[config.mk]
export PLATFORM = sky130hd
export DESIGN_NAME = spike_position_record_expander
export DESIGN_NICKNAME = d
export VERILOG_FILES = /design/src/rtl/core/spre_pkg.sv /design/src/rtl/core/spre_ctrl.sv /design/src/rtl/core/spre_dp.sv /design/src/rtl/core/spike_position_record_expander.sv
export SDC_FILE = /design/constraint.sdc
export NUM_CORES = 1
export LEC_CHECK = 0
export ABC_AREA = 1
export BUFFER_PORTS_ARGS = -buffer_cell sky130_fd_sc_hd__buf_2
export CAP_MARGIN = 10
export CORE_MARGIN = 8
export CORE_UTILIZATION = 59
export DETAILED_ROUTE_END_ITERATION = 10
export GPL_ROUTABILITY_DRIVEN = 0
export MAX_ROUTING_LAYER = met4
export PLACE_DENSITY = 0.9
export SYNTH_ARGS = -nofsm -noshare
export SYNTH_HDL_FRONTEND = slang
export SYNTH_SLANG_ARGS = --single-unit
export TNS_END_PERCENT = 20
[constraint.sdc]
create_clock -name clk -period 3.3 [get_ports clk]
set_clock_uncertainty 0.1 [all_clocks]
set_input_delay 0.495 -clock clk [delete_from_list [all_inputs] [get_ports clk]]
set_output_delay 0.495 -clock clk [all_outputs]
set_load 0.05 [all_outputs]
[src/rtl/core/spre_pkg.sv]
// Shared types, constants and codes for the spike and position record expander.
package spre_pkg;

  localparam int FRAC_BITS_DEF = 16;
  localparam int STAMP_W = 32;
  localparam int CNT_W = 4;
  localparam int NUM_CLUSTERS = 4;
  localparam int CIDX_W = $clog2(NUM_CLUSTERS);
  localparam int CLUSTER_W = 3;
  localparam logic [STAMP_W-1:0] INTERVAL_RESET = 32'd10922667;

  // Record kinds.
  localparam logic REC_SPIKE = 1'b0;
  localparam logic REC_POS = 1'b1;

  // Cluster number carried by a position record.
  localparam logic [CLUSTER_W-1:0] CLUSTER_NONE = 3'd0;

  typedef struct packed {
    logic [7:0]       red_x;
    logic [7:0]       red_y;
    logic [7:0]       green_x;
    logic [7:0]       green_y;
    logic [CNT_W-1:0] spikes_one;
    logic [CNT_W-1:0] spikes_two;
    logic [CNT_W-1:0] spikes_three;
    logic [CNT_W-1:0] spikes_four;
  } in_t;

  typedef struct packed {
    logic                 rec_kind;
    logic [CLUSTER_W-1:0] cluster;
    logic [STAMP_W-1:0]   stamp;
    logic [7:0]           out_red_x;
    logic [7:0]           out_red_y;
    logic [7:0]           out_green_x;
    logic [7:0]           out_green_y;
    logic                 last;
  } out_t;

  typedef enum logic [1:0] {
    ST_IDLE,
    ST_ROUND,
    ST_EMIT,
    ST_POS
  } state_t;

  // Commands from the controller to the datapath.
  typedef struct packed {
    logic accept;   // latch the sample and advance the time accumulator
    logic round;    // register the rounded time stamp
    logic spike;    // load a spike record for the current cluster
    logic advance;  // step to the next cluster
    logic pos;      // load the position record
  } cmd_t;

  // Status from the datapath to the controller.
  typedef struct packed {
    logic cur_zero;      // current cluster has no spikes left
    logic last_cluster;  // current cluster is the fourth
    logic out_free;      // output register can take a record this cycle
  } status_t;

endpackage

[src/rtl/core/spre_ctrl.sv]
// Controller state machine that sequences accept, rounding and record emission.
module spre_ctrl
  import spre_pkg::*;
(
  input  logic    clk,
  input  logic    rst,
  input  logic    in_valid,
  output logic    in_stall,
  input  status_t status,
  output cmd_t    cmd
);

  state_t state;
  state_t state_next;

  always_ff @(posedge clk) begin
    if (rst) begin
      state <= ST_IDLE;
    end else begin
      state <= state_next;
    end
  end

  always_comb begin
    state_next = state;
    cmd = '0;
    in_stall = 1'b1;
    case (state)
      ST_IDLE: begin
        in_stall = 1'b0;
        if (in_valid) begin
          cmd.accept = 1'b1;
          state_next = ST_ROUND;
        end
      end
      ST_ROUND: begin
        cmd.round = 1'b1;
        state_next = ST_EMIT;
      end
      ST_EMIT: begin
        if (status.cur_zero) begin
          if (status.last_cluster) begin
            state_next = ST_POS;
          end else begin
            cmd.advance = 1'b1;
          end
        end else if (status.out_free) begin
          cmd.spike = 1'b1;
        end
      end
      ST_POS: begin
        if (status.out_free) begin
          cmd.pos = 1'b1;
          state_next = ST_IDLE;
        end
      end
      default: begin
        state_next = ST_IDLE;
      end
    endcase
  end

endmodule

[src/rtl/core/spre_dp.sv]
// Datapath: interval register, time accumulator, spike counters and output register.
module spre_dp
  import spre_pkg::*;
#(
  parameter int FRAC_BITS = FRAC_BITS_DEF
) (
  input  logic               clk,
  input  logic               rst,
  input  logic               cfg_we,
  input  logic [STAMP_W-1:0] cfg_data,
  input  in_t                in_data,
  input  cmd_t               cmd,
  output status_t            status,
  output logic               out_valid,
  input  logic               out_stall,
  output out_t               out_data
);

  localparam int ACC_W = STAMP_W + FRAC_BITS;
  localparam logic [ACC_W-1:0] HALF = ACC_W'(1) << (FRAC_BITS - 1);

  logic [STAMP_W-1:0] interval;
  logic [ACC_W-1:0]   acc;
  logic [STAMP_W-1:0] rounded;
  logic [CNT_W-1:0]   cnt [NUM_CLUSTERS];
  logic [CIDX_W-1:0]  cidx;
  in_t                sample;

  logic [ACC_W-1:0]   acc_half;
  logic [STAMP_W-1:0] spike_stamp;

  assign acc_half = acc + HALF;
  assign spike_stamp = rounded - STAMP_W'(1);

  assign status.cur_zero = (cnt[cidx] == '0);
  assign status.last_cluster = (cidx == CIDX_W'(NUM_CLUSTERS - 1));
  assign status.out_free = !out_valid || !out_stall;

  always_ff @(posedge clk) begin
    if (rst) begin
      interval <= INTERVAL_RESET;
      acc <= '0;
    end else begin
      if (cfg_we) begin
        interval <= cfg_data;
      end
      if (cmd.accept) begin
        acc <= acc + ACC_W'(interval);
      end
    end
  end

  always_ff @(posedge clk) begin
    if (cmd.accept) begin
      sample <= in_data;
      cnt[0] <= in_data.spikes_one;
      cnt[1] <= in_data.spikes_two;
      cnt[2] <= in_data.spikes_three;
      cnt[3] <= in_data.spikes_four;
      cidx <= '0;
    end else begin
      if (cmd.spike) begin
        cnt[cidx] <= cnt[cidx] - CNT_W'(1);
      end
      if (cmd.advance) begin
        cidx <= cidx + CIDX_W'(1);
      end
    end
    if (cmd.round) begin
      rounded <= acc_half[FRAC_BITS +: STAMP_W];
    end
  end

  always_ff @(posedge clk) begin
    if (rst) begin
      out_valid <= 1'b0;
    end else if (cmd.spike || cmd.pos) begin
      out_valid <= 1'b1;
    end else if (!out_stall) begin
      out_valid <= 1'b0;
    end
  end

  always_ff @(posedge clk) begin
    if (cmd.spike) begin
      out_data.rec_kind <= REC_SPIKE;
      out_data.cluster <= CLUSTER_W'(cidx) + CLUSTER_W'(1);
      out_data.stamp <= spike_stamp;
      out_data.out_red_x <= '0;
      out_data.out_red_y <= '0;
      out_data.out_green_x <= '0;
      out_data.out_green_y <= '0;
      out_data.last <= 1'b0;
    end else if (cmd.pos) begin
      out_data.rec_kind <= REC_POS;
      out_data.cluster <= CLUSTER_NONE;
      out_data.stamp <= rounded;
      out_data.out_red_x <= sample.red_x;
      out_data.out_red_y <= sample.red_y;
      out_data.out_green_x <= sample.green_x;
      out_data.out_green_y <= sample.green_y;
      out_data.last <= 1'b1;
    end
  end

endmodule

[src/rtl/core/spike_position_record_expander.sv]
// Each sample passes through accept and rounding, then the spike records of cluster
// one to four with a step at the end of each cluster, then the position record. A new
// sample is taken only after the previous one's position record is loaded. The
// controller takes one step per cycle unless an output stall holds it, and that
// sets the rate.
// Reset is synchronous and active high; it clears the time accumulator, loads the
// default sample interval and empties the output register.
module spike_position_record_expander
  import spre_pkg::*;
#(
  parameter int FRAC_BITS = FRAC_BITS_DEF
) (
  input  logic               clk,
  input  logic               rst,
  // Configuration: writes the sample interval, in fixed point with FRAC_BITS
  // fraction bits. Writes are expected only while the block is idle.
  input  logic               cfg_we,
  input  logic [STAMP_W-1:0] cfg_data,
  // Sample requests.
  input  logic               in_valid,
  output logic               in_stall,
  input  in_t                in_data,
  // Record requests: spike records first, cluster one to four, then the
  // position record, which carries last.
  output logic               out_valid,
  input  logic               out_stall,
  output out_t               out_data
);

  cmd_t    cmd;
  status_t status;

  // The controller walks each sample through accept, rounding, one step per
  // spike or cluster change, and finally the position record. It only takes a
  // new sample once the position record of the previous one sits in the
  // output register, so that register may still be waiting while the next
  // request comes in.
  spre_ctrl u_ctrl (
    .clk      (clk),
    .rst      (rst),
    .in_valid (in_valid),
    .in_stall (in_stall),
    .status   (status),
    .cmd      (cmd)
  );

  // The datapath advances the accumulator on accept, rounds it by adding one
  // half in the following cycle, and builds records from the latched sample
  // and its four spike counters. Spike records carry the rounded time minus
  // one, which wraps to all ones when the rounded time is zero.
  spre_dp #(
    .FRAC_BITS (FRAC_BITS)
  ) u_dp (
    .clk       (clk),
    .rst       (rst),
    .cfg_we    (cfg_we),
    .cfg_data  (cfg_data),
    .in_data   (in_data),
    .cmd       (cmd),
    .status    (status),
    .out_valid (out_valid),
    .out_stall (out_stall),
    .out_data  (out_data)
  );

endmodule

==> flow_summary.toml <==
[outcome]
outcome = "completed"

[clocking]
clockBufferDepth = 3
cts_resized = 0
cts_buffers = 25
cts-root-buf = "clkbuf_16"
cts.clk_slew.worst_paths_ns = 0.06
h-tree-depth = 1
post-cts-setup-buffers = 0
cts_tree = "done"
hold_buffers = 0
clkSinkCount = 235
clock_latency_ns = 0.55

[synth]
synth_edf_count = 115
syn_inst = 1756
synth_area_um2 = 13000
ys_ff_latch = 235
yosysUniqueCellTypes = 47
syn_nets = 1883
synthArstFlopShare_pct = 0
avgSynthCellArea_um2 = 7.39
synth-main-ff-cell = "dfxtp_1"
yosysSeqAreaShare_pct = 45.1
yosys_warnings = 0

[power_and_ir_drop]
seqPwrFrac_pct = 36.1
pwr_density_cell_nw_per_um2 = 870
p_leak_nw = 7.34
intPower_w = 0.00722
p_comb_share_pct = 41.3
clockPowerShare_pct = 22.6
peakVddDrop_uv = 509
p_sw_share_pct = 44.1
switchingPower_w = 0.00570

[drt]
routedWlPerCell_um = 15.2
drt_iter0_markers = 1206
wl_mm = 33.4
drc = 0
vias = 11900
dr.pass1.iters = 6
viasPerCell = 5.43
drt.antenna.violating_nets = 0

[cells_and_area]
area_growth_pct = 14.3
drive_gt1_share_pct = 14.1
fin_nets = 2028
fill_cells = 1721
num_antenna_cells = 0

[place]
io_buffers = 155
hpwl_mm = 24.4

[floorplan]
start_util_pct = 59.9
die_h_um = 164
die_area_um2 = 27000
coreArea_um2 = 21700
rows = 54
io_pins = 156
die_x_um = 164

[global_route]
grt_pass1_wl_mm = 54.4
grt_pass1_vias = 11700
gr-total-overflow = 0
grt_max_degree = 55
grtUsageTotal_pct = 25.0
antenna_found_initial = 0

[worst_setup_path]
path_cells = "nand2_1, nand3_1, nand2_1, ha_1, nand3_2, nand3_2, buf_4, o31ai_1"
worstSetupStartpointType = "flop"
slowest_delay_ns = 0.58
critPathArrivalTime_ns = 2.74
crit_slowest_cell = "o31ai_1"
path_buf_inv = 1
critPathRequiredTime_ns = 3.37
crit_family = "compound AO/OA/AOI/OAI gates"
cp-end-kind = "flop"
critPathKind = "flop to flop"
cp_max_fo = 26

[timing]
rsz0062_at_grt = "false"
tns_ns = 0
slew_headroom_pct = 34.1
slew_violations = 0
setup_viol = 0
fin_crit_ns = 2.67
worstMarginPinSlew_ns = 0.988
hold_violations = 0
holdWs_ns = 0.0262
timing.final.crit_share_pct = 80.8
max_freq_ghz = 0.375

[run]
maxCapViolations = 0

[worst_hold_path]
worstHoldPathType = "input pin to flop"
## worst paths after layout
kind	start	to	slack, ns	cells past startpoint
worst max-delay path	flop	u_dp.cnt[3][0]	0.63	8
worst min register to register	u_dp.interval[13]	u_dp.interval[13]	0.36	2
worst min-delay path	in_data[43]	u_dp.sample[43]	0.03	1
worst max register to register	flop	u_dp.cnt[3][0]	0.63	8
## stage by stage
stage	std cells	utilization, %	power (W)	cell area [um^2]	setup WS [ns]
floorplan	1756	-	0.00862	13000	0.746
global placement	2154	64.4	0.00973	14000	0.861
detailed placement	2154	64.4	0.00992	14000	0.692
CTS	2200	68.4	0.0129	14800	0.656
global route	2200	68.4	0.0136	14800	0.478
finish	2200	68.4	0.0129	14800	0.634
## synthesized netlist by cell type, types with 6 or more instances
| cell type | instances | area [um^2] |
|---|---|---|
| nand2_1 | 535 | 2010 |
| nor2_1 | 223 | 837 |
| inv_1 | 207 | 777 |
| dfxtp_1 | 120 | 2400 |
| nand3_1 | 118 | 591 |
| edfxtp_1 | 115 | 3450 |
| a21oi_1 | 74 | 370 |
| o21ai_1 | 53 | 265 |
| xor2_1 | 44 | 385 |
| ha_1 | 41 | 513 |
| inv_2 | 31 | 116 |
| o21ai_0 | 30 | 150 |
| clkbuf_1 | 23 | 86.3 |
| nor3_1 | 21 | 105 |
| xnor2_1 | 18 | 158 |
| nand4_1 | 16 | 100 |
| buf_2 | 8 | 40.0 |
| buf_1 | 7 | 26.3 |
| nand2_2 | 7 | 43.8 |
| nor4_1 | 7 | 43.8 |
| clkinv_1 | 6 | 22.5 |
| nor2_2 | 6 | 37.5 |
| nor2_4 | 6 | 67.6 |
## cell usage in the layout, fill, tap and decap left out, drive strengths merged
cell / count
a211oi: 1
a21boi: 1
a21o: 1
a21oi: 74
a31oi: 1
and2: 1
and3: 1
buf: 163
bufinv: 3
clkbuf: 34
clkinv: 11
clkinvlp: 2
dfxtp: 120
edfxtp: 115
fa: 1
ha: 41
inv: 241
mux2i: 1
nand2: 545
nand3: 123
nand3b: 2
nand4: 17
nor2: 235
nor3: 26
nor4: 7
o211ai: 1
o21ai: 83
o21bai: 4
o22ai: 1
o31ai: 1
or2: 1
xnor2: 18
xor2: 44
## power groups by stage
stage / clock network [W] / logic (W) / registers [W]
floorplan: 0 / 0.00275 / 0.00587
global placement: 0 / 0.00509 / 0.00464
CTS: 0.00295 / 0.00531 / 0.00464
global route: 0.00307 / 0.00582 / 0.00474
finish: 0.00292 / 0.00534 / 0.00466
detailed placement: 0 / 0.00525 / 0.00468
## sequential cells by signal (all words and copies together) (netlist names), named ones only
| name | count |
|---|---|
| u_ctrl.state | 2 |
| u_dp.acc | 48 |
| u_dp.cidx | 2 |
| u_dp.cnt | 16 |
| u_dp.interval | 32 |
| u_dp.out_data | 68 |
| u_dp.out_valid | 1 |
| u_dp.rounded | 32 |
| u_dp.sample | 32 |
## metal layers
metal | vias to the layer above | routed length (um) | track usage (%) | share of wire [%]
met4 | 0 | 1220 | 9.42 | 3.6
met2 | 540 | 16100 | 43.0 | 48
met3 | 108 | 3030 | 3.91 | 9.1
met1 | 5431 | 13000 | 29.0 | 39
met5 | - | 0 | - | 0
li1 | 5858 | - | - | -
## area by class of cell
cell class                      instances  area [um^2]  area share (%)
Multi-Input combinational cell       1231         6000            40.4
Sequential cell                       235         5860            39.5
Inverter                              245          922            6.21
Timing Repair Buffer                  163          848            5.72
Clock buffer                           34          709            4.78
Tap cell                              280          350            2.36
Clock inverter                         12          156            1.05
## cell families after synthesis
logic type,count (synthesis),share of synthesized area (%)
and+or+nand+nor,958,31.1
buffers and inverters,290,8.76
DFF,235,45.1
AOI/OAI and AO/OA,168,6.67
xor gates and xnor gates,62,4.18
adders and majority gates,42,4.11
muxes,1,0.0771
No activity file was read; power rests on OpenSTA's default activity.
